$ cat src/design/rtbe_pkg.sv
// Shared constants, types and control codes for the ranging timing budget encoder.
package rtbe_pkg;

  localparam int OSC_W     = 16;
  localparam int BUD_W     = 20;
  localparam int PER_W     = 6;
  localparam int CODE_W    = 16;
  localparam int OUT_BUD_W = 32;
  localparam int PLL_W     = 31;
  localparam int M9_W      = 34;
  localparam int MACRO_W   = 37;
  localparam int RUS_W     = 19;
  localparam int QUO_W     = 17;
  localparam int LANE_LAT  = QUO_W + 3;
  localparam int DEC_LAT   = 3;
  localparam int DEC_PAD   = LANE_LAT - 1 - DEC_LAT;
  localparam int S_DATA_W  = 48;
  localparam int M_DATA_W  = 96;

  localparam logic [OSC_W-1:0] OSC_RESET = 16'd48000;
  localparam longint unsigned PLL_NUM = 64'd1 << (PLL_W - 1);
  localparam logic [M9_W-1:0] M9_RESET = M9_W'(9 * (PLL_NUM / 64'(OSC_RESET)));

  localparam logic [BUD_W-1:0]     MIN_BUDGET = 20'd20000;
  localparam logic [RUS_W-1:0]     HALF_GUARD = 19'd2264;
  localparam logic [OUT_BUD_W-1:0] GUARD_US   = 32'd4528;
  localparam logic [11:0]          ROUND_HALF = 12'h800;
  localparam logic [30:0]          SAT_THR    = 31'd2147481383;
  localparam logic [OUT_BUD_W-1:0] SAT_VALUE  = 32'hFFFF_FFFF;
  localparam logic [7:0]           EXP_LIMIT  = 8'd32;

  // The macro period never drops below 18432 fraction units, so one
  // microsecond always rounds to zero macro clocks and encodes as zero.
  localparam logic [CODE_W-1:0] MM_CODE = '0;

  localparam logic OP_ENCODE = 1'b0;
  localparam logic OP_DECODE = 1'b1;

  typedef enum logic [1:0] {
    PLL_IDLE,
    PLL_DIV,
    PLL_SCALE
  } pll_state_t;

  typedef struct packed {
    logic valid;
    logic op;
    logic err;
  } ctrl_t;

endpackage

$ cat src/design/rtbe_merge.sv
// Merging stage that aligns the decoded budget and builds the output register.
module rtbe_merge
  import rtbe_pkg::*;
(
  input  logic                 clk,
  input  logic                 rst,
  input  logic                 en,
  input  ctrl_t                ctl,
  input  logic [CODE_W-1:0]    code_a,
  input  logic [CODE_W-1:0]    code_b,
  input  logic [OUT_BUD_W-1:0] dec_budget,
  output logic                 m_tvalid,
  output logic [M_DATA_W-1:0]  m_tdata,
  output logic [0:0]           m_tuser
);

  logic [OUT_BUD_W-1:0] pad [0:DEC_PAD-1];
  logic [M_DATA_W-1:0]  data_next;
  logic                 err_next;

  always_comb begin
    data_next = '0;
    err_next  = 1'b0;
    priority if (ctl.op == OP_DECODE) begin
      data_next = {pad[DEC_PAD-1], {4{CODE_W'(0)}}};
    end else if (ctl.err) begin
      err_next = 1'b1;
    end else begin
      data_next = {OUT_BUD_W'(0), code_b, MM_CODE, code_a, MM_CODE};
    end
  end

  always_ff @(posedge clk) begin
    if (en) begin
      pad[0] <= dec_budget;
      for (int k = 1; k < DEC_PAD; k++) begin
        pad[k] <= pad[k-1];
      end
      m_tdata    <= data_next;
      m_tuser[0] <= err_next;
    end
  end

  always_ff @(posedge clk) begin
    if (rst) begin
      m_tvalid <= 1'b0;
    end else if (en) begin
      m_tvalid <= ctl.valid;
    end
  end

endmodule

$ cat config.mk
export PLATFORM = sky130hd
export DESIGN_NAME = rtbe_merge
export DESIGN_NICKNAME = d
export VERILOG_FILES = /design/src/design/rtbe_pkg.sv /design/src/design/rtbe_merge.sv
export SDC_FILE = /design/constraint.sdc
export NUM_CORES = 1
export LEC_CHECK = 0
export BUFFER_PORTS_ARGS = -buffer_cell sky130_fd_sc_hd__clkbuf_2
export CAP_MARGIN = 20
export CORE_AREA = 2 2 258 260
export CTS_CLUSTER_DIAMETER = 30
export DETAILED_ROUTE_END_ITERATION = 8
export DIE_AREA = 0 0 260 262
export SYNTH_ARGS = -nofsm -noshare
export SYNTH_HDL_FRONTEND = slang
export SYNTH_SLANG_ARGS = --single-unit
$ cat constraint.sdc
create_clock -name clk -period 0.9 [get_ports clk]
set_input_delay 0.18 -clock clk [delete_from_list [all_inputs] [get_ports clk]]
set_output_delay 0.18 -clock clk [all_outputs]
set_load 0.03 [all_outputs]
* Yosys cells after proc, flatten, opt, wreduce, memory -nomap -nowiden
Memory sizes are Yosys's and may differ from the RTL's.
Cells that the tools add are included.
** Cells by class
- Muxes and demuxes :: 5
- Reductions and logical operators :: 1
** Operator list (count)
- $mux 96 :: 1
- $mux 64 :: 1
- $mux 1 :: 3
- $reduce_or 2->1 :: 1
** Word-level totals
- Register bits after elaboration :: 98
- RAM bits :: 512
- Bits of input ports :: 70
- Output and inout bits :: 98
- Logic and storage cells :: 12
- Memories :: 1
** Memories
- pad :: depth 16, width 32, rd ports 16, clocked after Yosys merged registers in 0, wr ports 16, line rtbe_merge.sv:17 : logic [OUT_BUD_W-1:0] pad [0:DEC_PAD-1];

* Depth between registers and ports, before layout
- Depth after elaboration :: 2
- Gate-level depth with buffers :: 3
- Mapped depth without buffers :: 2

* Least setup slack after synthesis
Ideal clock, no wire load.
- Path type :: register -> register
- Start point :: memory pad[15][29]
- End point :: register m_tdata[93] (data pin)
- Library setup time :: 0.256 ns
- Arrival time :: 0.502 ns
- Required time :: 0.644 ns
- Slack :: 0.142 ns
- Stages on the path, launching flop included :: 2
- Buffers on the path :: 0
- Path through :: edfxtp_1 -> and2_2
** RTL lines
- from (decl) :: line rtbe_merge.sv:17
- to (signal assigned) :: line rtbe_merge.sv:39 : m_tdata <= data_next;
- to (decl) :: line rtbe_merge.sv:13 : output logic [M_DATA_W-1:0] m_tdata,

* Final worst setup path
- Start point :: register m_tdata[90]
- End point :: output m_tdata[90]
No word-level cell between the ends.

==> impl_metrics.py <==
metrics = {
    "floorplan": {
        "pin_count": 168,
        "start_util_pct": 27.8,
        "die_w_um": 260,
        "rows": 94,
        "core_mm2": 0.0653,
        "dieArea_mm2": 0.0681,
        "die_y_um": 262,
    },
    "drt": {
        "wl_mm": 22.7,
        "viasPerCell": 3.55,
        "num_vias": 7060,
        "first_pass_iters": 4,
        "antenna_left": 0,
        "wl_per_cell_um": 11.4,
        "post-route-drc-count": 0,
        "drt_iter0_drc": 397,
    },
    "pwr": {
        "clock_power_share_pct": 52.5,
        "powerDensity_mw_per_mm2": 2870,
        "pwr-share-comb_pct": 3.3,
        "switching_share_pct": 21.2,
        "p_int_w": 0.0568,
        "p_seq_share_pct": 44.2,
        "p_sw_w": 0.0153,
        "ir_worst_vdd_v": 0.00152,
        "p_leak_nw": 9.05,
    },
    "critical_path": {
        "start_kind": "register",
        "crit_chain": "buf_8",
        "reg2reg_to": "m_tdata[95]$_SDFFCE_PN0P_",
        "crit_cells": 1,
        "r2r_setup_slack_ns": 0.09,
        "cp_max_fo": 1,
        "end_kind": "output pin",
        "slowest_delay_ns": 0.43,
        "worstPathArrival_ns": 1.23,
        "reg2regPathDepth": 1,
        "crit_buf_inv": 1,
        "critPathSlowestCell": "edfxtp_1",
        "crit_family": "flip-flops",
        "startpoint": "m_tdata[90]$_SDFFCE_PN0P_",
        "crit_required_ns": 0.72,
        "rr_startpoint": "pad[15][31]$_DFFE_PP_",
        "crit_type": "register to output pin",
    },
    "placed_design": {
        "dp_slack_ns": -0.326,
        "portBuffers": 135,
        "placed_area_mm2": 0.0203,
        "routabilityCongestion": 0.685,
        "dp_cells": 1728,
        "dpl.hpwl_mm": 11.8,
    },
    "logic_synthesis": {
        "synth_cell_types": 13,
        "syn_area_per_cell_um2": 26.5,
        "synthAdderAreaFrac_pct": 0,
        "synth_compound_area_share_pct": 0,
        "synth_top_family_by_area": "simple AND/OR/NAND/NOR gates",
        "synth-seq-cells": 578,
        "synth.mux.area_fraction_pct": 0.0552,
        "yosys_warnings": 0,
        "netlist_instances": 685,
        "synth_xor_area_share_pct": 0,
        "yosysSeqAreaShare_pct": 95.7,
        "yosys.area_share.simple_pct": 2.66,
        "synth_area_mm2": 0.0181,
    },
    "status": {
        "violations": "negative setup slack",
        "status": "finished with violations",
    },
    "global_routing": {
        "grt_start_max_net_pins": 34,
        "track_usage_pct": 6.64,
        "grt-ovfl-total": 0,
        "grt_pass1_wl_mm": 35.8,
        "antenna_found_initial": 0,
        "first_global_vias": 7365,
    },
    "sta": {
        "fin_crit_ns": 1.41,
        "setup_violations": 643,
        "holdWs_ns": 0.0498,
        "hold_violations": 0,
        "skew_ns": 0.0368,
        "timing.fmax_ghz": 0.711,
        "tightest_slew_ns": 0.629,
        "rsz0062_at_grt": "yes",
        "maxSlewHeadroom_pct": 58.0,
        "report.final.slew_viol_count": 0,
        "period_share_pct": 156,
        "finalWorstSetupSlack_ns": -0.506,
    },
    "final_layout": {
        "final_area_mm2": 0.0251,
        "fin_util_pct": 38.5,
        "drive_above_1_share_pct": 35.1,
        "final_cells": 1987,
        "nets": 1106,
        "antenna-diode-count": 0,
        "area_growth_pct": 38.6,
    },
    "clock_network": {
        "clk_path_buf_depth": 3,
        "cts_tree": "built",
        "htree_num_levels": 3,
        "clock_sinks": 578,
        "post_cts_buffers": 0,
        "path_clk_slew_ns": 0.05,
        "cts_buffers": 103,
        "worstSkewPairLatency_ns": 0.64,
        "clockRootBuffer": "clkbuf_16",
    },
    "min_path": {
        "hp-class": "input port to register",
        "whs_endpoint": "m_tuser$_SDFFCE_PP0P_",
        "hold_start": "ctl[0]",
        "hold_depth": 3,
    },
    "flow_run": {
        "max-cap-violations": 0,
    },
}
## cells in the final DEF, fill, tap and decap left out
cell / count
clkbuf_16: 103
edfxtp_1: 577
conb_1: 32
buf_4: 33
inv_6: 12
and2_1: 39
inv_8: 4
clkbuf_1: 3
bufinv_16: 10
and2_4: 21
dfxtp_2: 1
buf_6: 5
and2b_2: 1
clkinv_4: 12
dlygate4sd3_1: 67
clkinv_2: 17
clkinvlp_4: 16
inv_16: 2
nor2_4: 1
nor2_1: 1
mux2i_1: 1
and2_2: 4
clkbuf_2: 68
clkinv_16: 4
clkbuf_8: 48
clkinv_1: 9
buf_8: 14
buf_12: 18
## final cells by class
cell class	count	area, µm²
repair buffers	253	2550
flip-flops and latches	578	17300
multi-input cells	100	612
well taps	864	1080
fillers	5823	40100
clock buffers	106	2590
clock inverters	86	955
## routing by layer
layer	wire length, µm	global-route usage [%]	vias to the layer above	share of wire (%)
met5	0	0	-	0
met4	848	4.36	0	3.7
met3	1800	3.04	78	7.9
met2	10800	10.6	227	48
met1	9190	7.16	3366	41
li1	-	-	3389	-
## metrics by stage
step	setup TNS [ns]	power [W]
6_report	-216.76	0.0721
5_1_grt	-228.77	0.0749
4_1_cts	-212.78	0.0733
3_5_place_dp	-72.09	0.0342
3_3_place_gp	-63.15	0.0341
2_1_floorplan	0	0.0331
## flip-flops by register name (all words and copies together), names as in the netlist
register,cells
m_tuser,1
m_tdata,64
m_tvalid,1
pad,512
## tightest hold or removal path, stage by stage
cell and delay (ns):
clkbuf_2 0.14, buf_4 0.12, and2b_2 0.12
## power groups by stage
stage	combinational, W	clock (W)	sequential, W
after floorplan	0.000440	0	0.0326
after global placement	0.00183	0	0.0323
after detailed placement	0.00187	0	0.0324
after CTS	0.00236	0.0390	0.0319
after global routing	0.00254	0.0403	0.0320
final	0.00238	0.0378	0.0319
## cells in the mapped netlist
cell      number  area share, %
edfxtp_1     577             96
and2_1        39            1.3
buf_4         32            1.3
and2_4        21            1.0
and2_2         4           0.17
buf_6          3           0.19
clkbuf_2       3          0.083
and2b_2        1          0.048
conb_1         1          0.021
dfxtp_1        1           0.11
mux2i_1        1          0.055
nor2_1         1          0.021
nor2_4         1          0.062
## how the worst max path moves through the flow
| stage | endpoint | slack [ns] |
|---|---|---|
| 2_1_floorplan | m_tdata[93]$_SDFFCE_PN0P_ | 0.14 |
| 3_3_place_gp | m_tdata[63]$_SDFFCE_PP0P_ | -0.27 |
| 3_5_place_dp | m_tdata[51]$_SDFFCE_PP0P_ | -0.33 |
| 4_1_cts | m_tdata[90] | -0.60 |
| 5_1_grt | m_tdata[90] | -0.59 |
| 6_report | m_tdata[90] | -0.51 |
## logic make-up (layout without fill, tap and decap cells)
kind of cell | Yosys count | count (layout)
other | 1 | 32
multiplexers | 1 | 1
buffers and inverters | 38 | 445
flip-flops | 578 | 578
AND/OR/NAND/NOR | 67 | 67
## repair_timing
item                       4_1_cts  5_1_grt
resized for setup              128       23
setup endpoints to repair       66      643
hold buffers                    67        1
hold endpoints to repair        91       20
Note: power is estimated with default switching activity, not from simulation.
