--- src/design/rtbe_pkg.sv ---
// Shared constants, types and control codes for the ranging timing budget encoder.
package rtbe_pkg;

  localparam int OSC_W     = 16;
  localparam int BUD_W     = 20;
  localparam int PER_W     = 6;
  localparam int CODE_W    = 16;
  localparam int OUT_BUD_W = 32;
  localparam int PLL_W     = 31;
  localparam int M9_W      = 34;
  localparam int MACRO_W   = 37;
  localparam int RUS_W     = 19;
  localparam int QUO_W     = 17;
  localparam int LANE_LAT  = QUO_W + 3;
  localparam int DEC_LAT   = 3;
  localparam int DEC_PAD   = LANE_LAT - 1 - DEC_LAT;
  localparam int S_DATA_W  = 48;
  localparam int M_DATA_W  = 96;

  localparam logic [OSC_W-1:0] OSC_RESET = 16'd48000;
  localparam longint unsigned PLL_NUM = 64'd1 << (PLL_W - 1);
  localparam logic [M9_W-1:0] M9_RESET = M9_W'(9 * (PLL_NUM / 64'(OSC_RESET)));

  localparam logic [BUD_W-1:0]     MIN_BUDGET = 20'd20000;
  localparam logic [RUS_W-1:0]     HALF_GUARD = 19'd2264;
  localparam logic [OUT_BUD_W-1:0] GUARD_US   = 32'd4528;
  localparam logic [11:0]          ROUND_HALF = 12'h800;
  localparam logic [30:0]          SAT_THR    = 31'd2147481383;
  localparam logic [OUT_BUD_W-1:0] SAT_VALUE  = 32'hFFFF_FFFF;
  localparam logic [7:0]           EXP_LIMIT  = 8'd32;

  // The macro period never drops below 18432 fraction units, so one
  // microsecond always rounds to zero macro clocks and encodes as zero.
  localparam logic [CODE_W-1:0] MM_CODE = '0;

  localparam logic OP_ENCODE = 1'b0;
  localparam logic OP_DECODE = 1'b1;

  typedef enum logic [1:0] {
    PLL_IDLE,
    PLL_DIV,
    PLL_SCALE
  } pll_state_t;

  typedef struct packed {
    logic valid;
    logic op;
    logic err;
  } ctrl_t;

endpackage

--- src/design/rtbe_lane.sv ---
// One lane: macro period, pipelined rounding division and timeout encoding.
module rtbe_lane
  import rtbe_pkg::*;
(
  input  logic               clk,
  input  logic               en,
  input  logic [PER_W-1:0]   period,
  input  logic [RUS_W-1:0]   range_us,
  input  logic [M9_W-1:0]    m9,
  output logic [MACRO_W-1:0] macro,
  output logic [CODE_W-1:0]  code
);

  localparam int MP_W = M9_W + PER_W + 1;
  localparam int DW   = MACRO_W + QUO_W;

  function automatic logic [CODE_W-1:0] encode_mclks(input logic [QUO_W-1:0] q);
    logic [QUO_W-1:0] m;
    logic [7:0]       ex;
    logic [QUO_W-1:0] mant;
    m  = q - QUO_W'(1);
    ex = '0;
    for (int b = 8; b < QUO_W; b++) begin
      if (m[b]) ex = 8'(b - 7);
    end
    mant = m >> ex;
    encode_mclks = (q == '0) ? '0 : {ex, mant[7:0]};
  endfunction

  logic [PER_W:0]     p1;
  logic [MP_W-1:0]    mprod;
  logic [RUS_W-1:0]   rus;
  logic [MACRO_W-1:0] rem [0:QUO_W];
  logic [MACRO_W-1:0] dvs [0:QUO_W];
  logic [QUO_W-1:0]   quo [0:QUO_W];
  logic [DW-1:0]      dsh [0:QUO_W-1];
  logic [MACRO_W-1:0] rem_next [0:QUO_W-1];
  logic [QUO_W-1:0]   ge;

  assign p1    = {1'b0, period} + (PER_W + 1)'(1);
  assign mprod = MP_W'(m9) * MP_W'(p1);

  always_comb begin
    for (int k = 0; k < QUO_W; k++) begin
      dsh[k]      = DW'(dvs[k]) << (QUO_W - 1 - k);
      ge[k]       = (DW'(rem[k]) >= dsh[k]);
      rem_next[k] = ge[k] ? (rem[k] - dsh[k][MACRO_W-1:0]) : rem[k];
    end
  end

  always_ff @(posedge clk) begin
    if (en) begin
      macro  <= mprod[MACRO_W+2:3];
      rus    <= range_us;
      rem[0] <= MACRO_W'({rus, 12'b0}) + (macro >> 1);
      dvs[0] <= macro;
      quo[0] <= '0;
      for (int k = 0; k < QUO_W; k++) begin
        rem[k+1] <= rem_next[k];
        dvs[k+1] <= dvs[k];
        quo[k+1] <= {quo[k][QUO_W-2:0], ge[k]};
      end
      code <= encode_mclks(quo[QUO_W]);
    end
  end

endmodule

--- config.mk ---
export PLATFORM = sky130hd
export DESIGN_NAME = rtbe_lane
export DESIGN_NICKNAME = d
export VERILOG_FILES = /design/src/design/rtbe_pkg.sv /design/src/design/rtbe_lane.sv
export SDC_FILE = /design/constraint.sdc
export NUM_CORES = 2
export LEC_CHECK = 0
export BUFFER_PORTS_ARGS = -buffer_cell sky130_fd_sc_hd__buf_2
export CAP_MARGIN = 30
export CORE_AREA = 2 2 518 520
export DETAILED_ROUTE_END_ITERATION = 7
export DIE_AREA = 0 0 520 522
export GPL_TIMING_DRIVEN = 0
export PLACE_DENSITY_LB_ADDON = 0.05
export SLEW_MARGIN = 5
export SYNTH_ARGS = -nofsm -noshare
export SYNTH_HDL_FRONTEND = slang
export SYNTH_SLANG_ARGS = --single-unit
--- constraint.sdc ---
create_clock -name clk -period 5.5 [get_ports clk]
set_input_delay 0.275 -clock clk [delete_from_list [all_inputs] [get_ports clk]]
set_output_delay 0.275 -clock clk [all_outputs]
set_load 0.05 [all_outputs]
* After elaboration in Yosys (flattened, before gate mapping) *
Memory sizes are Yosys's and may differ from the RTL's.
Index checks and enable logic that the tools add are counted.
Widths: inputs -> output; s select.

storage, ports and cells
  logic and storage cells = 75
  memory bits (writable) = 1638
  bits in registers = 72
  memories kept = 3
  bits of input ports = 61

operators by class
  magnitude comparators = 17
  muxes and demuxes = 29
  $add $sub $neg = 20
  multiply operators = 1
  shifts and indexed selects = 1
  reduce and logical (&&, ||, !) cells = 1

memories
  memory  words  bits a word  read ports  clocked after Yosys merged registers in  write ports  line             text
  dvs     18     37           17          0                                        18           rtbe_lane.sv:34  logic [MACRO_W-1:0] dvs [0:QUO_W];
  rem     18     37           17          0                                        18           rtbe_lane.sv:33  logic [MACRO_W-1:0] rem [0:QUO_W];
  quo     18     17           18          0                                        18           rtbe_lane.sv:35  logic [QUO_W-1:0] quo [0:QUO_W];

operators by type and width
  kind              count
  $mux 37           17
  $sub 37x37->37    17
  $mux 8            9
  $ge 37x53->1      1
  $ge 37x52->1      1
  $ge 37x51->1      1
  $ge 37x50->1      1
  $ge 37x49->1      1
  $ge 37x48->1      1
  $ge 37x47->1      1
  $ge 37x46->1      1
  $ge 37x45->1      1
  $ge 37x44->1      1
  $ge 37x43->1      1
  $ge 37x42->1      1
  $ge 37x41->1      1
  $ge 37x40->1      1
  $mul 34x7->40     1
  $ge 37x39->1      1
  $ge 37x38->1      1
  $add 31x36->37    1
  $ge 37x37->1      1
  $logic_not 17->1  1
  $shr 17x8->8      1
  3 further kinds   5

* Logic depth before layout (Yosys ltp) *
An unclocked memory read counts as a cell.

  depth in word-level cells = 13
  gate-level depth with buffers = 24
  gate-level depth less buffers = 23

* Worst setup path before layout *
No wires, ideal clock.

  path kind = input-to-reg
  from = input period[0]
  to = register macro[35] (data pin)
  path buffers = 2
  stages = 23
  path slack = -0.531 ns
  arrival time = 5.770 ns
  required time = 5.239 ns
  cells stage by stage = ha_1 nand3_1 xnor2_1 clkbuf_1 and2_1 fa_1 fa_1 fa_1 inv_1 fa_1 inv_1 ha_1 buf_2 nand4_1 o41ai_1 a31oi_1 nor3_1 o31ai_1 a31o_2 o31a_1 o221ai_1 nor4_1 a311o_1

on the way
  word-level cells in the longest chain between the ends = 2

RTL lines
  what                  line             text
  start, declared       rtbe_lane.sv:7   input logic [PER_W-1:0] period,
  $add 6x1->7           rtbe_lane.sv:40  assign p1 = {1'b0, period} + (PER_W + 1)'(1);
  $mul 34x7->40         rtbe_lane.sv:41  assign mprod = MP_W'(m9) * MP_W'(p1);
  via mprod[38]         rtbe_lane.sv:31  logic [MP_W-1:0] mprod;
  end signal, assigned  rtbe_lane.sv:53  macro <= mprod[MACRO_W+2:3];
  end, declared         rtbe_lane.sv:10  output logic [MACRO_W-1:0] macro,

The timed path passes the listed nets, and every way through them passes these cells.
A chain may end at the register's enable or synchronous reset.

* Worst setup path in the final report *
  from = input period[1]
  to = register macro[35] (data pin)

The elaborated chain is that of the path after synthesis.

==> metrics.csv <==
metric;value;unit
failing checks;design-rule violations;
fin crit share;0.998;
peak supply drop;0.433;mV
RSZ-0062 raised after global routing;true;
Slew Viols, Final;0;
#FFs+latches synth;1341;
CP max FO;10;
hpwl dp;174000;microns
CTS sink cnt;1341;
average size of a mapped cell;11.4;sq um
CTS tree;yes;
Vias/cell;4.75;
gr usage total;0.161;
Initial Util;0.298;
Final Wtd Congestion;0.916;
Crit Reg-Reg Startpoint;dvs[15][1]$_DFFE_PP_;
commonest non-fill, non-tap cell in the layout;edfxtp_1;
CP Launch Point;period[1];
post-route worst setup slack;13.5;ps
initial antenna violation count;9;
pre-CTS WS;-2240;ps
outcome;complete, but fails checks;
met3 Use GR;0.0225;
EDFF count, synth;1341;
CP required;6070;ps
layout overhead on the synthesized area;15.5;%
asr flop ratio synth;0;
min-delay src;range_us[13];
worst-margin pin slew;1080;ps
synthesized area;0.0795;sq mm
total global routing overflow;0;
Clock Tree Root;clkbuf_16;
crit path kind;input pin to register;
fill count;26200;
met1 Use GR;0.152;
1st-iter DRT viols;2418;
H-tree depth;4;
Cell variety after synth;98;
Setup TNS Final;0;ps
hold slack;132;ps
WL final;220000;microns
GR Util met2;0.323;
largest net degree at the start of global routing;172;
CP Data Arrival Time;6050;ps
r2r setup slk;280;ps
DRC Markers;2;
P per Cell Area;393;mW/mm^2
area fraction of the dominant cell type after synthesis;0.507;
per-cell routed wire length;20.0;microns
CORE AREA;0.266;sq mm
Die X-Extent;520;microns
total number of vias;52200;
Skew-Pair Late Insertion Delay;840;ps
most frequent cells in the layout;1,341 x edfxtp_1, 789 x inv_1, 554 x ha_1;
HP Class;input pin to register;
Seq/Total Area, Yosys;0.507;
number of global-route vias before repair;56400;
PortBufs;109;
Max Cap Violations;0;
endpoints failing setup;0;
Worst-path clk slew;60;ps
First-pass DRT Iterations;7;
Num CTS Buffers;178;
main area contributors after synthesis;edfxtp_1 51%, ha_1 9.0%, fa_1 4.4%;
Placed Area;0.0853;sq mm
grt peak-use layer;met2;
final net count;8120;
post-synth top area cell;edfxtp_1;
first-pass GRT wire length;335000;microns
CP Launch Type;input pin;
Post-Syn Instances;6946;
Fin. Hold Viols;0;
finished layout cell area;0.0918;sq mm
Detail Route Antenna Nets;0;
synth warn;0;
Most used DFF post-synth;edfxtp_1;
Die ar.;0.271;sq mm
clock skew;77.6;ps
Period minus WS final;5490;ps
Die H;522;microns
leak pwr;37.4;nW
# IOs;114;
Worst setup EP type;register;
clock buffer depth;4;
Max transition margin;0.272;
std cell rows;190;
layout cells sized above 1;0.111;
Max Clock Freq;182;MHz
-- Yosys cell counts, drive strengths merged (175+ instances only) --
cell type  count
nand2        490
mux2         221
and2         189
a21oi        450
inv          791
edfxtp      1341
a21o         213
fa           175
xnor2        273
nor2         307
ha           570
o21ai        421
-- through the flow --
step | util | std cells | power [mW]
finish | 0.344 | 11000 | 36.0
global route | 0.344 | 11000 | 38.3
CTS | 0.343 | 11000 | 36.6
detailed placement | 0.320 | 10600 | 24.8
global placement | 0.318 | 10600 | 25.2
floorplan | - | 6949 | 21.1
-- report_power, final --
group | switching, mW | total, mW | internal [mW]
Clock | 4.48 | 11.2 | 6.76
Sequential | 0.915 | 13.7 | 12.8
Combinational | 6.73 | 11.1 | 4.37
Total | 12.1 | 36.0 | 23.9
-- final cells by class --
| type | count | area, sq um | share of cell area |
|---|---|---|---|
| Clock buffer | 217 | 4640 | 0.0506 |
| Tap cell | 3552 | 4440 | 0.0484 |
| Multi-Input combinational cell | 4686 | 36400 | 0.397 |
| Inverter | 791 | 2970 | 0.0323 |
| Antenna cell | 5 | 12.5 | 0.000136 |
| Buffer | 131 | 674 | 0.00735 |
| Sequential cell | 1341 | 40300 | 0.439 |
| Clock inverter | 91 | 910 | 0.00991 |
| Timing Repair Buffer | 185 | 1460 | 0.0159 |
-- critical path: stages --
cell,delay [ps]
buf_4,110
ha_4,180
nand3_4,90
xnor2_4,140
buf_12,140
buf_6,140
and2_1,170
fa_1,520
fa_1,430
fa_1,490
inv_1,50
fa_1,530
inv_1,60
ha_4,300
nand4_1,170
o41ai_2,380
a31oi_2,100
nor3_2,260
o31ai_2,100
a31o_2,260
o31a_1,340
o221ai_2,280
nor4_2,60
a311o_2,430
-- repair_timing --
item / in CTS / in global routing
endpoints found under the hold margin: 153 / 0
gates cloned: 0 / 1
setup endpoints to repair: 22 / 11
buffers inserted: 10 / 13
resized for setup: 54 / 48
pin swaps: 11 / 30
hold buffers: 20 / 0
-- path summary, 6_finish.rpt --
path	cells after the start	end
max	24	macro[35]$_DFFE_PP_
min	2	rus[13]$_DFFE_PP_
max reg2reg	12	rem[16][1]$_DFFE_PP_
min reg2reg	0	quo[15][2]$_DFFE_PP_
-- per-layer routing --
metal  up-vias  wire (microns)
li1      26000               -
met1     24900           76600
met2       815          122000
met3       468            6510
met4        10           14400
met5         -              56
-- kinds of logic after synthesis --
logic type / share of synthesized area
muxes: 0.0348
adders and majority gates: 0.134
AOI/OAI and AO/OA: 0.126
buffers and inverters: 0.0442
other: 0.0000472
and+or+nand+nor: 0.106
DFF: 0.507
xor gates and xnor gates: 0.0487
-- flip-flops by register name, indices dropped and copies added, names as in the netlist --
register / count
rem: 501
macro: 37
code: 12
rus: 19
quo: 153
dvs: 619
Power figures use the tool's default switching activity.
