## src/design/rtbe_pkg.sv

```systemverilog
// Shared constants, types and control codes for the ranging timing budget encoder.
package rtbe_pkg;

  localparam int OSC_W     = 16;
  localparam int BUD_W     = 20;
  localparam int PER_W     = 6;
  localparam int CODE_W    = 16;
  localparam int OUT_BUD_W = 32;
  localparam int PLL_W     = 31;
  localparam int M9_W      = 34;
  localparam int MACRO_W   = 37;
  localparam int RUS_W     = 19;
  localparam int QUO_W     = 17;
  localparam int LANE_LAT  = QUO_W + 3;
  localparam int DEC_LAT   = 3;
  localparam int DEC_PAD   = LANE_LAT - 1 - DEC_LAT;
  localparam int S_DATA_W  = 48;
  localparam int M_DATA_W  = 96;

  localparam logic [OSC_W-1:0] OSC_RESET = 16'd48000;
  localparam longint unsigned PLL_NUM = 64'd1 << (PLL_W - 1);
  localparam logic [M9_W-1:0] M9_RESET = M9_W'(9 * (PLL_NUM / 64'(OSC_RESET)));

  localparam logic [BUD_W-1:0]     MIN_BUDGET = 20'd20000;
  localparam logic [RUS_W-1:0]     HALF_GUARD = 19'd2264;
  localparam logic [OUT_BUD_W-1:0] GUARD_US   = 32'd4528;
  localparam logic [11:0]          ROUND_HALF = 12'h800;
  localparam logic [30:0]          SAT_THR    = 31'd2147481383;
  localparam logic [OUT_BUD_W-1:0] SAT_VALUE  = 32'hFFFF_FFFF;
  localparam logic [7:0]           EXP_LIMIT  = 8'd32;

  // The macro period never drops below 18432 fraction units, so one
  // microsecond always rounds to zero macro clocks and encodes as zero.
  localparam logic [CODE_W-1:0] MM_CODE = '0;

  localparam logic OP_ENCODE = 1'b0;
  localparam logic OP_DECODE = 1'b1;

  typedef enum logic [1:0] {
    PLL_IDLE,
    PLL_DIV,
    PLL_SCALE
  } pll_state_t;

  typedef struct packed {
    logic valid;
    logic op;
    logic err;
  } ctrl_t;

endpackage

```

## src/design/rtbe_pll.sv

```systemverilog
// Oscillator register and serial divider that derive the scaled PLL period.
module rtbe_pll
  import rtbe_pkg::*;
(
  input  logic              clk,
  input  logic              rst,
  input  logic              cfg_we,
  input  logic [OSC_W-1:0]  cfg_wdata,
  output logic [M9_W-1:0]   m9,
  output logic              busy
);

  pll_state_t state, state_next;
  logic [4:0]       cnt;
  logic [OSC_W-1:0] dvs;
  logic [OSC_W-1:0] rem;
  logic [PLL_W-1:0] quo;
  logic [OSC_W:0]   shifted;
  logic             ge;

  always_comb begin
    state_next = state;
    unique case (state)
      PLL_IDLE:  state_next = PLL_IDLE;
      PLL_DIV:   if (cnt == 5'd0) state_next = PLL_SCALE;
      PLL_SCALE: state_next = PLL_IDLE;
      default:   state_next = PLL_IDLE;
    endcase
    if (cfg_we) state_next = PLL_DIV;
  end

  always_comb begin
    busy = (state != PLL_IDLE);
  end

  assign shifted = {rem, (cnt == 5'(PLL_W - 1))};
  assign ge      = (shifted >= {1'b0, dvs});

  always_ff @(posedge clk) begin
    if (rst) begin
      state <= PLL_IDLE;
      m9    <= M9_RESET;
    end else begin
      state <= state_next;
      if (state == PLL_SCALE) begin
        m9 <= (M9_W'(quo) << 3) + M9_W'(quo);
      end
    end
  end

  always_ff @(posedge clk) begin
    if (cfg_we) begin
      cnt <= 5'(PLL_W - 1);
      rem <= '0;
      quo <= '0;
      dvs <= (cfg_wdata == '0) ? OSC_W'(1) : cfg_wdata;
    end else if (state == PLL_DIV) begin
      cnt <= cnt - 5'd1;
      rem <= ge ? OSC_W'(shifted - {1'b0, dvs}) : shifted[OSC_W-1:0];
      quo <= {quo[PLL_W-2:0], ge};
    end
  end

endmodule

```

## config.mk

```make
export PLATFORM = sky130hd
export DESIGN_NAME = rtbe_pll
export DESIGN_NICKNAME = d
export VERILOG_FILES = /design/src/design/rtbe_pkg.sv /design/src/design/rtbe_pll.sv
export SDC_FILE = /design/constraint.sdc
export NUM_CORES = 1
export LEC_CHECK = 0
export BUFFER_PORTS_ARGS = -buffer_cell sky130_fd_sc_hd__buf_2
export CAP_MARGIN = 15
export CORE_MARGIN = 2
export CORE_UTILIZATION = 35
export DETAILED_ROUTE_END_ITERATION = 7
export HOLD_SLACK_MARGIN = 0.02
export PLACE_DENSITY = 0.59
export SLEW_MARGIN = 20
export SYNTH_ARGS = -nofsm -noshare
export SYNTH_HDL_FRONTEND = slang
export SYNTH_SLANG_ARGS = --single-unit
```

## constraint.sdc

```tcl
create_clock -name clk -period 2.4 [get_ports clk]
set_input_delay 0.12 -clock clk [delete_from_list [all_inputs] [get_ports clk]]
set_output_delay 0.12 -clock clk [all_outputs]
set_load 0.03 [all_outputs]
```

After elaboration in Yosys (flattened, before gate mapping)
Index checks and enable logic that the tools add are counted.
{"block": "word_totals", "register_bits": 104, "in_bits": 19, "output_inout_bits": 35, "elab_cells": 24}
{"block": "classes", "n_addsub": 3, "magnitude_cmp": 1, "eq_ne": 4, "n_mux": 4, "n_bitwise": 1, "reduce_logical": 4}
{"op": "$add 34x31->34", "count": 1}
{"op": "$ge 17x16->1", "count": 1}
{"op": "$logic_not 16->1", "count": 1}
{"op": "$mux 16", "count": 1}
{"op": "$sub 16x16->16", "count": 1}
{"op": "$eq 5x5->1 const B", "count": 1}
{"op": "$logic_not 5->1", "count": 1}
{"op": "$sub 5x1->5 const B", "count": 1}
{"op": "$mux 1", "count": 3}
{"op": "$ne 3x3->1 const B", "count": 1}
{"op": "$reduce_or 3->1", "count": 1}
{"op": "$eq 2x1->1 const B", "count": 1}
{"op": "$eq 2x2->1 const B", "count": 1}
{"op": "$reduce_bool 2->1", "count": 1}
{"op": "$not 1->1", "count": 1}

Logic depth before layout (Yosys ltp)
{"block": "logic_depth", "word_depth": 4, "ltp_mapped": 13, "ltp_nobuf": 13}

Worst setup path after synthesis
No wires, ideal clock.
{"block": "synth_timing", "kind": "reg2reg", "start": "reg cnt[0]", "end": "reg rem[14]", "setup_time_ns": 0.126, "t_arrival_ns": 2.403, "required_ns": 2.274, "path_slack_ns": -0.129, "path_stages_with_launch": 14, "path_buffers": 0, "synth_period_minus_slack_ns": 2.529, "path_cell_list": "dfxtp_1 -> inv_1 -> ha_1 -> nand4_1 -> ha_1 -> fa_1 -> and2b_2 -> o211ai_1 -> a31o_2 -> o21ai_2 -> a221o_1 -> a21oi_2 -> xor2_1 -> o211ai_1"}
{"block": "synth_via", "elab_chain_len": 3, "elab_cells_between_ends": 4, "classes_between": "add/sub (1); order compare (1); eq/ne (1); mux (1)"}
{"item": "start: declaration", "line_no": "rtbe_pll.sv:14", "source": "logic [4:0] cnt;"}
{"item": "start signal: assignment", "line_no": "rtbe_pll.sv:53", "source": "cnt <= 5'(PLL_W - 1);"}
{"item": "start signal: assignment", "line_no": "rtbe_pll.sv:58", "source": "cnt <= cnt - 5'd1;"}
{"item": "$eq 5x5->1 *", "line_no": "rtbe_pll.sv:36", "source": "assign shifted = {rem, (cnt == 5'(PLL_W - 1))};"}
{"item": "$sub 16x16->16 or $ge 17x16->1 (tied branches)", "line_no": "rtbe_pll.sv:59, rtbe_pll.sv:37"}
{"item": "$mux 16 *", "line_no": "rtbe_pll.sv:59", "source": "rem <= ge ? OSC_W'(shifted - {1'b0, dvs}) : shifted[OSC_W-1:0];"}
{"item": "end signal: assignment", "line_no": "rtbe_pll.sv:59"}
{"item": "end: declaration", "line_no": "rtbe_pll.sv:16", "source": "logic [OSC_W-1:0] rem;"}
Every way passes the cells marked *; elsewhere a longest branch is shown, timed or not.
A chain may end at the register's enable or synchronous reset.

Worst setup path after layout
Same ends and word-level chain as after synthesis.

==> results.toml <==
[setup_path]
cp.arrival_ns = 2.80
cp-start-kind = "flip-flop"
worstPathMaxFanout = 3
r2r_cells = 13
crit_required_ns = 2.64
endpoint_kind = "flip-flop"
crit_type = "flip-flop to flip-flop"
reg2reg_from = "cnt[0]$_SDFFE_PP0N_"
r2r-end = "rem[14]$_SDFFE_PP0N_"
reg2reg_slack_ns = -0.16

[sta]
skew_ns = 0.008098
rsz0062_at_grt = "yes"
fin_setup_tns_ns = -1.182
fin_crit_ns = 2.564
drv_slew = 0
post-route-period-util_pct = 106.9
relSlewSlack_pct = 53.24
setup_viol = 14
hold_viol_final = 0
tightest_slew_ns = 0.7013
fmax_mhz = 389.9
layout_setup_ws_ns = -0.1645

[yosys]
synth_seq_area_share_pct = 35.92
yosysWarnings = 0
synth.mux.area_fraction_pct = 0.4811
synthXorXnorAreaFrac_pct = 5.191
synth_nets = 813
syn-cell-area_sq_mm = 0.006242
avgSynthCellArea_sq_um = 8.368
synth_top_family_by_area = "compound AO/OA/AOI/OAI gates"
yosys.area_share.simple_pct = 20.24
ys_seq_elements = 104
yosysTopAreaCellShare_pct = 28.22
async_reset_ff_share_pct = 0
synthCells = 746
yosysTopAreaCell = "dfxtp_1"
synth_edf_count = 16
yosysUniqueCellTypes = 72
yosys-top-cells-area = "dfxtp_1, ha_1, edfxtp_1, a21oi_1, nand2_1"
synthFlopType = "dfxtp_1"
synth_adder_area_share_pct = 9.862
synth_compound_area_share_pct = 22.93

[routing]
detail_route.first_pass.iterations = 5
dr_wl_met3_microns = 589
wl_met1_microns = 7282
dr_wl_met2_microns = 6797
routed_wirelength_microns = 14890
via_per_inst = 5.107
highest_layer = "met4"
num_vias = 5577
drc = 0
drt_iter0_markers = 383
antenna_left = 0
wl_per_cell_microns = 13.63

[clock_network]
cts_root_buffer = "clkbuf_16"
clk_pin_slew_ns = 0.07
cts_buffer_depth = 2
cts_buffers = 9
cts_tree = "built"
h-tree-depth = 3
clock_latency_ns = 0.35
cts_sinks = 104

[global_routing]
grt-ovfl-total = 0
antenna_found_initial = 0
grt_pass1_vias = 5333
grt_max_degree = 42
grtUsageTotal_pct = 16.57
grt_pass1_wl_microns = 25250

[status]
failed_checks = "negative setup slack"
status = "finished, violations left"

[placement]
gp_congestion = 0.8424
dp.cells = 1043
dp_hpwl_microns = 10450
io_buffers = 53

[pwr]
p_leak_nw = 3.332
power_density_mw_per_mm2 = 532.8
vdd_drop_max_v = 0.0003736

[finish]
diodes = 0
layout_commonest_cell = "nand2_1"
nets = 929
fin_cells = 1092
area_growth_pct = 28.72
utilization_pct = 46.29
final_cell_mix = "nand2_1, buf_4, a21oi_1, dfxtp_1, buf_2"
layout-drive-gt1-share_pct = 28.37

[floorplanning]
start_util_pct = 35.96
die_h_microns = 137.5
die-area_sq_mm = 0.01892
num_io_pins = 54
core.rowCount = 48
die_x_microns = 137.5
core_sq_mm = 0.01736

[run]
drv_cap = 0

[hold_path]
hold_depth = 2
holdCritPathClass = "primary input to flip-flop"
min-delay-start = "cfg_wdata[0]"
whs_endpoint = "dvs[0]$_SDFFCE_PN1P_"
[repair_timing]
action	CTS	global route
resized for setup	16	62
pin swaps	16	38
cloned	1	0
setup endpoints to repair	24	34
endpoints found under the hold margin	15	0
buffers inserted	17	4
hold buffers	15	0
[worst max-delay path by stage]
stage                        start                    to  slack (ns)  cells past startpoint
2_1_floorplan  cnt[0]$_SDFFE_PP0N_  rem[14]$_SDFFE_PP0N_       -0.05                     13
3_3_place_gp   cnt[0]$_SDFFE_PP0N_  rem[14]$_SDFFE_PP0N_       -0.13                     13
3_5_place_dp   cnt[0]$_SDFFE_PP0N_  rem[14]$_SDFFE_PP0N_       -0.15                     13
4_1_cts        cnt[0]$_SDFFE_PP0N_  rem[14]$_SDFFE_PP0N_       -0.17                     13
5_1_grt        cnt[0]$_SDFFE_PP0N_  rem[14]$_SDFFE_PP0N_       -0.32                     13
6_report       cnt[0]$_SDFFE_PP0N_  rem[14]$_SDFFE_PP0N_       -0.16                     13
[cells in the mapped netlist (4+ instances only)]
| master | instances |
|---|---|
| o211ai_1 | 6 |
| clkbuf_1 | 43 |
| ha_1 | 46 |
| dfxtp_1 | 88 |
| a211oi_1 | 20 |
| a211o_1 | 5 |
| o21ai_1 | 6 |
| nor3_1 | 18 |
| a22o_1 | 5 |
| nor2b_1 | 5 |
| xor2_1 | 8 |
| nand2b_1 | 13 |
| o21bai_1 | 4 |
| inv_1 | 21 |
| nand3_1 | 10 |
| nor4_1 | 8 |
| nand3b_1 | 10 |
| nand2_1 | 113 |
| o21ai_0 | 23 |
| edfxtp_1 | 16 |
| buf_2 | 4 |
| a21o_1 | 15 |
| nor2_1 | 52 |
| xnor2_1 | 29 |
| a21oi_1 | 87 |
| nand4_1 | 12 |
| o21a_1 | 4 |
[flip-flops by register name (all words and copies together), names as in the netlist]
signal	cells
dvs	16
cnt	5
rem	16
state	2
quo	31
m9	34
[cells by family (layout without fill, tap and decap cells)]
family	count (synthesis)	in the layout
AND/OR/NAND/NOR	265	265
AO/OA/AOI/OAI	213	214
XOR/XNOR	37	37
multiplexers	3	3
adder cells (fa/ha/maj)	48	48
flip-flops	104	104
buffers and inverters	76	196
[report_power, final]
group	total [mW]	internal (mW)	switching, mW
Clock	1.60	0.948	0.655
Combinational	0.813	0.391	0.422
Sequential	1.87	1.83	0.0384
Total	4.28	3.17	1.12
[worst max-delay path, stage by stage (launching register included)]
cell and delay, ns:
dfxtp_2 0.33, inv_2 0.05, ha_4 0.15, nand4_1 0.09, ha_2 0.21, fa_2 0.19, and2b_2 0.22, o211ai_1 0.20
a31o_2 0.23, o21ai_4 0.07, a221o_1 0.33, a21oi_2 0.14, xor2_1 0.15, o211ai_1 0.09
[stage by stage]
| step | instance area (sq um) | worst slack, ns | hold WS, ns | power (mW) |
|---|---|---|---|---|
| finish | 8035 | -0.1645 | 0.02917 | 4.281 |
| global route | 8035 | -0.3186 | 0.02478 | 4.489 |
| CTS | 7764 | -0.1741 | 0.02171 | 4.249 |
| detailed placement | 7102 | -0.1498 | 0.3135 | 2.531 |
| global placement | 7102 | -0.1279 | 0.3118 | 2.535 |
| floorplan | 6246 | -0.04877 | 0.2325 | 2.338 |
[routing by layer]
layer | vias up | global-route usage, %
met2 | 108 | 27.00
met1 | 2562 | 22.45
met4 | 0 | 4.353
met5 | - | 0
li1 | 2892 | -
met3 | 15 | 3.201
[cell type report]
cell class	count	area [sq um]
Multi-Input combinational cell	567	3985
Timing Repair Buffer	159	1110
Fill cell	1676	9321
Clock inverter	4	77.57
Tap cell	225	281.5
Sequential cell	104	2256
Inverter	21	78.83
Clock buffer	12	246.5
Power figures use the tool's default switching activity.
