[config.mk]
export PLATFORM = sky130hd
export DESIGN_NAME = rtbe_decode
export DESIGN_NICKNAME = d
export VERILOG_FILES = /design/src/design/rtbe_pkg.sv /design/src/design/rtbe_decode.sv
export SDC_FILE = /design/constraint.sdc
export NUM_CORES = 1
export LEC_CHECK = 0
export BUFFER_PORTS_ARGS = -buffer_cell sky130_fd_sc_hd__buf_2
export CORE_ASPECT_RATIO = 1.1
export CORE_UTILIZATION = 71
export CTS_BUF_LIST = sky130_fd_sc_hd__clkbuf_4
export DETAILED_ROUTE_END_ITERATION = 10
export PLACE_DENSITY_LB_ADDON = 0.25
export SETUP_SLACK_MARGIN = 0.1
export SLEW_MARGIN = 20
export SYNTH_ARGS = -nofsm -noshare
export SYNTH_HDL_FRONTEND = slang
export SYNTH_SLANG_ARGS = --single-unit
[constraint.sdc]
create_clock -name clk -period 19.1 [get_ports clk]
set_clock_uncertainty 0.2 [all_clocks]
set_input_delay 5.73 -clock clk [delete_from_list [all_inputs] [get_ports clk]]
set_output_delay 5.73 -clock clk [all_outputs]
set_load 0.05 [all_outputs]
[src/design/rtbe_pkg.sv]
// Shared constants, types and control codes for the ranging timing budget encoder.
package rtbe_pkg;

  localparam int OSC_W     = 16;
  localparam int BUD_W     = 20;
  localparam int PER_W     = 6;
  localparam int CODE_W    = 16;
  localparam int OUT_BUD_W = 32;
  localparam int PLL_W     = 31;
  localparam int M9_W      = 34;
  localparam int MACRO_W   = 37;
  localparam int RUS_W     = 19;
  localparam int QUO_W     = 17;
  localparam int LANE_LAT  = QUO_W + 3;
  localparam int DEC_LAT   = 3;
  localparam int DEC_PAD   = LANE_LAT - 1 - DEC_LAT;
  localparam int S_DATA_W  = 48;
  localparam int M_DATA_W  = 96;

  localparam logic [OSC_W-1:0] OSC_RESET = 16'd48000;
  localparam longint unsigned PLL_NUM = 64'd1 << (PLL_W - 1);
  localparam logic [M9_W-1:0] M9_RESET = M9_W'(9 * (PLL_NUM / 64'(OSC_RESET)));

  localparam logic [BUD_W-1:0]     MIN_BUDGET = 20'd20000;
  localparam logic [RUS_W-1:0]     HALF_GUARD = 19'd2264;
  localparam logic [OUT_BUD_W-1:0] GUARD_US   = 32'd4528;
  localparam logic [11:0]          ROUND_HALF = 12'h800;
  localparam logic [30:0]          SAT_THR    = 31'd2147481383;
  localparam logic [OUT_BUD_W-1:0] SAT_VALUE  = 32'hFFFF_FFFF;
  localparam logic [7:0]           EXP_LIMIT  = 8'd32;

  // The macro period never drops below 18432 fraction units, so one
  // microsecond always rounds to zero macro clocks and encodes as zero.
  localparam logic [CODE_W-1:0] MM_CODE = '0;

  localparam logic OP_ENCODE = 1'b0;
  localparam logic OP_DECODE = 1'b1;

  typedef enum logic [1:0] {
    PLL_IDLE,
    PLL_DIV,
    PLL_SCALE
  } pll_state_t;

  typedef struct packed {
    logic valid;
    logic op;
    logic err;
  } ctrl_t;

endpackage

[src/design/rtbe_decode.sv]
// Decoder that turns a range timeout word back into a budget, saturating.
module rtbe_decode
  import rtbe_pkg::*;
(
  input  logic                 clk,
  input  logic                 en,
  input  logic [MACRO_W-1:0]   macro,
  input  logic [CODE_W-1:0]    word,
  output logic [OUT_BUD_W-1:0] budget
);

  localparam int PROD_W = MACRO_W + 8;
  localparam int FULL_W = PROD_W + 32;
  localparam int US_W   = FULL_W - 12;

  logic [PROD_W-1:0]  prod;
  logic [4:0]         ex5;
  logic [MACRO_W-1:0] macro_d;
  logic               sat0;
  logic               sat1;
  logic [FULL_W-1:0]  full;
  logic [US_W-1:0]    us;
  logic               sat;

  assign us  = full[FULL_W-1:12];
  assign sat = sat1 || (|us[US_W-1:31]) || (us[30:0] > SAT_THR);

  always_ff @(posedge clk) begin
    if (en) begin
      prod    <= PROD_W'(word[7:0]) * PROD_W'(macro);
      ex5     <= word[12:8];
      macro_d <= macro;
      sat0    <= (word[7:0] != '0) && (word[15:8] >= EXP_LIMIT);
      full    <= (FULL_W'(prod) << ex5) + FULL_W'(macro_d) + FULL_W'(ROUND_HALF);
      sat1    <= sat0;
      budget  <= sat ? SAT_VALUE : (OUT_BUD_W'({us[30:0], 1'b0}) + GUARD_US);
    end
  end

endmodule

==> After elaboration in Yosys (flattened, before gate mapping) <==
Cells that the tools add are included.
{ "word_totals": {"output_inout_bits": 32, "regBits": 198, "elab_cells": 19} }
{ "classes": {"shift": 1, "add_sub_neg": 3, "mul": 1, "order_cmp": 2, "n_reduce_logical": 5} }
{ "op_table": {"columns": ["cell", "count"], "rows": [
  ["adder 77 x 12 -> 77 bit (second input constant)", 1],
  ["adder 77 x 37 -> 77 bit", 1],
  ["<< shifter 45 x 5 -> 77 bit", 1],
  ["multiplier 8 x 37 -> 45 bit", 1],
  ["OR reduction 34 bit", 1],
  ["adder 32 x 13 -> 32 bit (second input constant)", 1],
  ["greater-than comparator 31 bit (second input constant)", 1],
  ["greater-or-equal comparator 8 x 6 -> 1 bit (second input constant)", 1],
  ["nonzero test 8 bit", 1],
  ["logical OR 1 bit", 2],
  ["logical AND 1 bit", 1]
]} }

==> Logic depth before layout (Yosys ltp) <==
Gate-level depths: netlist of the first run.
{ "depth": {"word_depth": 3, "ltp_mapped": 25} }

==> Worst setup path after synthesis of the first run <==
OpenSTA, ideal clock, no wires.
{ "synth_path": {"kind": "input -> register", "start": "input port word[7]", "end": "register prod[43] (data pin)", "slack_ns": 7.928, "path_buffers": 2, "setup_ns": 0.269, "cell_stages": 20, "t_required_ns": 18.631, "arrival_ns": 10.703, "path_cell_list": "clkbuf_1 clkbuf_1 nand2_1 fa_1 fa_1 inv_1 fa_1 inv_1 fa_1 inv_1 ha_1 o21a_1 o31a_1 o31ai_1 o21ai_0 a2111oi_0 o32ai_1 a21oi_1 o31ai_1 xor2_1"} }
{ "synth_via": {"elab_chain_cells": 1} }
{ "synth_lines": {"columns": ["element", "line", "text"], "rows": [
  ["start: declaration", "rtbe_decode.sv:8", "input logic [CODE_W-1:0] word,"],
  ["multiplier 8 x 37 -> 45 bit", "rtbe_decode.sv:30", "prod <= PROD_W'(word[7:0]) * PROD_W'(macro);"],
  ["end signal: assignment", "rtbe_decode.sv:30", null],
  ["end: declaration", "rtbe_decode.sv:16", "logic [PROD_W-1:0] prod;"]
]} }
No other way between the ends.
A chain may end at the register's enable or synchronous reset.

==> Worst setup path in the final report of the first run <==
Ends and elaborated chain as after synthesis.

==> flow_metrics.py, run 1 <==
metrics = {
    "min_path": {
        "min_path_type": "reg2reg",
        "hold_path_end": "sat1",
        "hold_depth": 0,
        "worstHoldStart": "sat0",
    },
    "critical_path": {
        "crit_path_frequent_cell": "fa_1",
        "worst_setup_path_start_kind": "input pin",
        "rr_startpoint": "ex5[0]",
        "critPathMaxFanout": 38,
        "cp.arrival_ns": 11.92,
        "cpPeakStageDelay_ns": 0.91,
        "reg2reg_slack_ns": 12.19,
        "worstRegToRegCells": 17,
        "cp_cell_sequence": "buf_2 > nand2_1 > fa_1 > fa_1 > inv_1 > fa_1 > inv_1 > fa_1 > inv_1 > ha_1 > o21a_1 > o31a_1 > o31ai_1 > o21ai_0 > a2111oi_0 > o32ai_1 > a21oi_1 > o31ai_1 > xor2_1",
        "crit_slowest_cell": "a2111oi_0",
        "crit_type": "in2reg",
        "cp_data_required_time_ns": 19.29,
        "end_kind": "flop",
        "reg2reg_to": "full[74]",
    },
    "synth": {
        "yosys.cell_types.count": 78,
        "synthCells": 2256,
        "synthesis.nets": 2660,
        "synth-main-ff-cell": "edfxtp_1",
        "ys_warn_count": 0,
        "synth_area_sq_um": 22000,
        "syn_area_per_cell_sq_um": 9.77,
        "synth_edf_count": 186,
        "yosysSeqAreaShare": 0.254,
        "synth_seq_cells": 186,
        "synthArstFlopShare": 0,
    },
    "detailed_routing": {
        "routed_wl_microns": 52700,
        "ant_nets": 0,
        "drc": 0,
        "post_drt_wl_per_cell_microns": 19.5,
        "vias": 16900,
        "vias_per_cell": 6.26,
        "firstDrtPassIters": 5,
        "drtIter0Drc": 1244,
    },
    "layout": {
        "area.growth.synth_to_final_pct": 3.75,
        "layout_common_cells": "266 x inv_1, 247 x nand2_1, 235 x and2_1",
        "final_common_cell": "inv_1",
        "fin_nets": 2676,
        "nFillCells": 2267,
        "drive_gt1_frac": 0.0915,
        "final_util": 0.749,
    },
    "global_routing": {
        "grt_start_max_net_pins": 112,
        "grt_pass1_vias": 17200,
        "grt_pass1_wl_microns": 87100,
        "antenna_found_initial": 2,
        "gr-total-overflow": 0,
        "grt_usage": 0.350,
    },
    "floorplanning": {
        "die_area_sq_um": 31700,
        "core_area_sq_um": 30500,
        "die_w_microns": 170,
        "die_h_microns": 187,
        "start_util": 0.722,
        "num_rows": 67,
        "ioPinCount": 87,
    },
    "clock_network": {
        "cts_buffers": 17,
        "clock-sinks": 186,
        "cts_hold_buffers": 0,
        "root_buffer": "clkbuf_4",
        "clkTransAtPathRegs_ns": 0.15,
        "clk_latency_ns": 0.64,
        "post-cts-setup-buffers": 0,
        "cts_buffer_depth": 2,
        "tritoncts": "yes",
        "cts_resized": 0,
        "h-tree-depth": 4,
    },
    "sta": {
        "worst_pin_slew_ns": 0.971,
        "hold_viol_final": 0,
        "rsz0062_at_grt": "false",
        "slew_viol_final": 0,
        "fin_setup_tns_ns": 0,
        "fmax_mhz": 85.3,
        "slew_headroom": 0.336,
        "period_minus_slack_ns": 11.72,
        "finalCritPeriodShare": 0.614,
        "setup-violations-final": 0,
    },
    "power_and_ir_drop": {
        "power.leakage_nw": 9.91,
        "power_density_nw_per_um2": 133,
        "ir_drop_v": 0.0000783,
    },
    "place": {
        "place.gp.congestion": 0.969,
        "port_buffers": 86,
        "hpwlAfterDp_microns": 40900,
    },
    "outcome": {
        "status": "completed",
    },
    "run": {
        "cap_violations": 0,
    },
}
[stage by stage]
step	area (sq um)	power, W	setup WS [ns]	instances	hold WS, ns
after floorplan	22000	0.00230	7.93	2256	0.200
after CTS	22800	0.00302	7.61	2699	0.264
after global placement	22600	0.00271	7.12	2667	0.204
after detailed placement	22600	0.00278	6.92	2667	0.228
after global routing	22900	0.00331	7.12	2700	0.272
final	22900	0.00305	7.38	2701	0.258
[worst max-delay path by stage]
stage | endpoint | cells past startpoint | slack [ns] | start
2_1_floorplan | prod[43] | 20 | 7.93 | word[7]
3_3_place_gp | prod[43] | 19 | 7.12 | word[7]
3_5_place_dp | prod[43] | 19 | 6.92 | word[6]
4_1_cts | prod[43] | 19 | 7.61 | word[6]
5_1_grt | prod[43] | 19 | 7.12 | word[7]
6_report | prod[43] | 19 | 7.38 | word[7]
[synthesized netlist by cell type (19+ instances only)]
library cell	count	area share
clkbuf_1	68	0.012
and3_1	20	0.0057
inv_1	266	0.045
mux2_2	33	0.017
a21o_1	42	0.014
fa_1	210	0.19
xnor2_1	65	0.026
edfxtp_1	186	0.25
mux2i_1	56	0.025
xor2_1	31	0.012
o21ai_0	83	0.019
nor3_1	25	0.0057
mux4_2	24	0.025
a21oi_1	94	0.021
nand4_1	19	0.0054
and2_1	235	0.067
nor2_1	96	0.016
ha_1	139	0.079
nand2_1	247	0.042
nand3_1	53	0.012
[flip-flops by register name (all words and copies together), names as in the netlist]
name     count
ex5          5
macro_d     37
budget      32
sat0         1
full        65
prod        45
sat1         1
[area by class of cell]
cell class,count,area [sq um],share of cell area
antenna,2,5.00,0.000219
clock buffer,17,128,0.00558
clock inverter,15,164,0.00717
inverter,268,1010,0.0440
multi-input combinational,1704,14900,0.654
sequential,186,5590,0.244
tap,414,518,0.0227
timing repair buffer,95,504,0.0221
[report_power, final]
group	internal [W]	total (W)	switching, W	leakage (nW)
clock network	0.0000801	0.000223	0.000143	0.149
logic	0.000874	0.00208	0.00121	7.99
registers	0.000649	0.000740	0.0000907	1.77
total	0.00160	0.00305	0.00144	9.91
[kinds of logic after synthesis]
kind of cell               share of synthesized area
muxes                                         0.0881
adders and majority gates                      0.270
DFF                                            0.254
and+or+nand+nor                                0.181
buffers and inverters                         0.0681
AOI/OAI and AO/OA                              0.102
xor gates and xnor gates                      0.0382
[per-layer routing]
metal / wire length [microns] / track usage / vias up
met5: 26 / 0 / -
met4: 1860 / 0.142 / 4
met3: 3420 / 0.0609 / 144
met2: 25800 / 0.587 / 697
met1: 21500 / 0.448 / 8303
li1: - / - / 7751
[worst max-delay path, delay by kind of cell]
kind / cells / cell delay (ns)
adder cells (fa/ha/maj): 5 / 2.48
AND/OR/NAND/NOR: 1 / 0.17
buffers and inverters: 4 / 0.64
XOR/XNOR: 1 / 0.14
AO/OA/AOI/OAI: 8 / 2.73
No activity file was read; power rests on OpenSTA's default activity.
==> run 2: changes to the inputs <==
--- a/config.mk
+++ b/config.mk
@@ -7,7 +7,7 @@
 export LEC_CHECK = 0
 export BUFFER_PORTS_ARGS = -buffer_cell sky130_fd_sc_hd__buf_2
 export CORE_ASPECT_RATIO = 1.1
-export CORE_UTILIZATION = 71
+export CORE_UTILIZATION = 59
 export CTS_BUF_LIST = sky130_fd_sc_hd__clkbuf_4
 export DETAILED_ROUTE_END_ITERATION = 10
 export PLACE_DENSITY_LB_ADDON = 0.25
==> constraint.sdc (replaced) <==
create_clock -name clk -period 10.7 [get_ports clk]
set_clock_uncertainty 0.2 [all_clocks]
set_input_delay 3.21 -clock clk [delete_from_list [all_inputs] [get_ports clk]]
set_output_delay 3.21 -clock clk [all_outputs]
set_load 0.05 [all_outputs]
==> run 2 against run 1 <==
Against the previous run: sequential cell count is the same; first-iteration DRC count decreased by 6.4%; global-route usage down 6.2 points; largest cell class unchanged; die area up 20%; wire length down 2.9%; combinational power rose by 77%.
==> flow_metrics.py, run 2 (synthesized netlist as in run 1, its figures left out) <==
metrics = {
    "layout": {
        "largest_register": "full",
        "fin_nets": 2676,
        "top_regs": "full x65, prod x45, macro_d x37",
        "area.growth.synth_to_final_pct": 4.04,
        "layout_common_cells": "266 x inv_1, 247 x nand2_1, 235 x and2_1",
        "largest_reg_flops": 65,
        "drive_gt1_frac": 0.0910,
        "final_common_cell": "inv_1",
    },
    "global_routing": {
        "grt_pass1_vias": 16700,
        "use_met1": 0.381,
        "grt_start_max_net_pins": 117,
        "gr-total-overflow": 0,
        "grt_usage": 0.288,
        "grt_pass1_wl_microns": 84900,
        "met2_usage": 0.483,
        "grt_busiest_layer": "met2",
        "antenna_found_initial": 2,
        "met3_usage": 0.0400,
    },
    "sta": {
        "finalCritPeriodShare": 0.841,
        "fin_setup_tns_ns": 0,
        "rsz0062_at_grt": "false",
        "worst_pin_slew_ns": 1.03,
        "slew_headroom": 0.312,
        "period_minus_slack_ns": 9.00,
        "hold_viol_final": 0,
        "fmax_mhz": 111,
        "setup-violations-final": 0,
        "slew_viol_final": 0,
    },
    "critical_path": {
        "cp_cell_sequence": "buf_2 > nand2_1 > fa_1 > fa_1 > inv_1 > fa_1 > inv_1 > fa_1 > inv_1 > ha_1 > o21a_1 > o31a_1 > o31ai_1 > o21ai_0 > a2111oi_0 > o32ai_1 > a21oi_1 > o31ai_1 > xor2_1",
        "crit_slowest_cell": "a2111oi_0",
        "critPathMaxFanout": 38,
        "reg2reg_to": "full[74]",
        "end_kind": "flop",
        "cp.arrival_ns": 9.18,
        "crit_buf_inv": 4,
        "path_depth": 19,
        "rr_startpoint": "ex5[0]",
        "critPathTopFamily": "compound AO/OA/AOI/OAI gates",
        "cpPeakStageDelay_ns": 0.83,
        "crit_path_start": "word[7]",
        "worst_setup_path_start_kind": "input pin",
        "crit_type": "in2reg",
        "worstRegToRegCells": 17,
        "reg2reg_slack_ns": 3.94,
        "crit_path_frequent_cell": "fa_1",
        "cp_data_required_time_ns": 10.89,
    },
    "detailed_routing": {
        "vias_per_cell": 5.92,
        "drtIter0Drc": 1165,
        "routed_wl_microns": 51200,
        "post_drt_wl_per_cell_microns": 18.4,
        "drc": 0,
        "firstDrtPassIters": 5,
        "ant_nets": 0,
        "vias": 16400,
    },
    "place": {
        "hpwlAfterDp_microns": 40200,
        "port_buffers": 86,
        "place.gp.congestion": 0.980,
    },
    "run": {
        "cap_violations": 0,
    },
    "clock_network": {
        "cts_buffers": 17,
        "cts_resized": 0,
        "h-tree-depth": 4,
        "root_buffer": "clkbuf_4",
        "tritoncts": "yes",
        "cts_hold_buffers": 0,
        "clkTransAtPathRegs_ns": 0.15,
        "post-cts-setup-buffers": 0,
        "clk_latency_ns": 0.63,
        "cts_buffer_depth": 2,
        "clock-sinks": 186,
    },
    "floorplanning": {
        "core_area_sq_um": 36400,
        "num_rows": 73,
        "die_area_sq_um": 38100,
        "die_w_microns": 186,
        "die_h_microns": 205,
        "start_util": 0.604,
        "ioPinCount": 87,
    },
    "outcome": {
        "status": "completed",
    },
    "power_and_ir_drop": {
        "ir_drop_v": 0.000114,
        "p_total_w": 0.00536,
        "power_density_nw_per_um2": 234,
        "power.leakage_nw": 9.90,
    },
    "min_path": {
        "hold_path_end": "sat1",
        "worstHoldStart": "sat0",
        "min_path_type": "reg2reg",
        "hold_depth": 0,
    },
}
==> run 2: per-layer routing <==
metal / vias up / share of wire
li1: 7751 / -
met1: 8056 / 0.43
met2: 522 / 0.49
met3: 82 / 0.056
met4: 0 / 0.025
met5: - / 0
==> run 2: layout make-up <==
| class | instances | area, sq um |
|---|---|---|
| Fill cell | 3077 | 13500 |
| Clock buffer | 17 | 128 |
| Clock inverter | 15 | 138 |
| Multi-Input combinational cell | 1704 | 14900 |
| Antenna cell | 2 | 5.00 |
| Timing Repair Buffer | 95 | 504 |
| Tap cell | 487 | 609 |
| Inverter | 268 | 1010 |
| Sequential cell | 186 | 5590 |
==> run 2: worst max path at each step <==
stage,endpoint
after floorplan,prod[43]
after global routing,prod[43]
after global placement,prod[43]
final,prod[43]
after CTS,prod[43]
after detailed placement,prod[43]
==> run 2: where the power goes <==
| group | internal [W] | switching (W) | leakage (nW) | total [W] |
|---|---|---|---|---|
| Sequential | 0.00116 | 0.000151 | 1.77 | 0.00131 |
| Combinational | 0.00155 | 0.00213 | 7.99 | 0.00369 |
| Clock | 0.000119 | 0.000250 | 0.137 | 0.000370 |
| Total | 0.00283 | 0.00253 | 9.90 | 0.00536 |
==> run 2: worst reg2reg max path: stages (launching register included) <==
cell	delay [ns]
edfxtp_1	0.36
buf_4	0.68
mux4_1	0.77
nand2_1	0.10
o21ai_0	0.15
o21ai_0	0.46
o22ai_1	0.15
ha_1	0.30
ha_1	0.38
a21oi_1	0.09
o21ai_0	0.28
a22oi_1	0.16
a21oi_2	0.21
a22oi_1	0.18
a31oi_4	0.35
nand4_1	0.71
nor4_1	0.61
mux2_2	0.38
==> run 2: through the flow <==
stage	hold WS, ns	std cells	setup slack (ns)	utilization	area (sq um)
CTS	0.249	2772	1.78	0.629	22900
finish	0.244	2774	1.70	0.629	22900
global route	0.253	2773	1.39	0.629	22900
floorplan	0.200	2256	2.05	-	22000
global placement	0.226	2740	1.23	0.621	22600
detailed placement	0.213	2740	1.06	0.621	22600
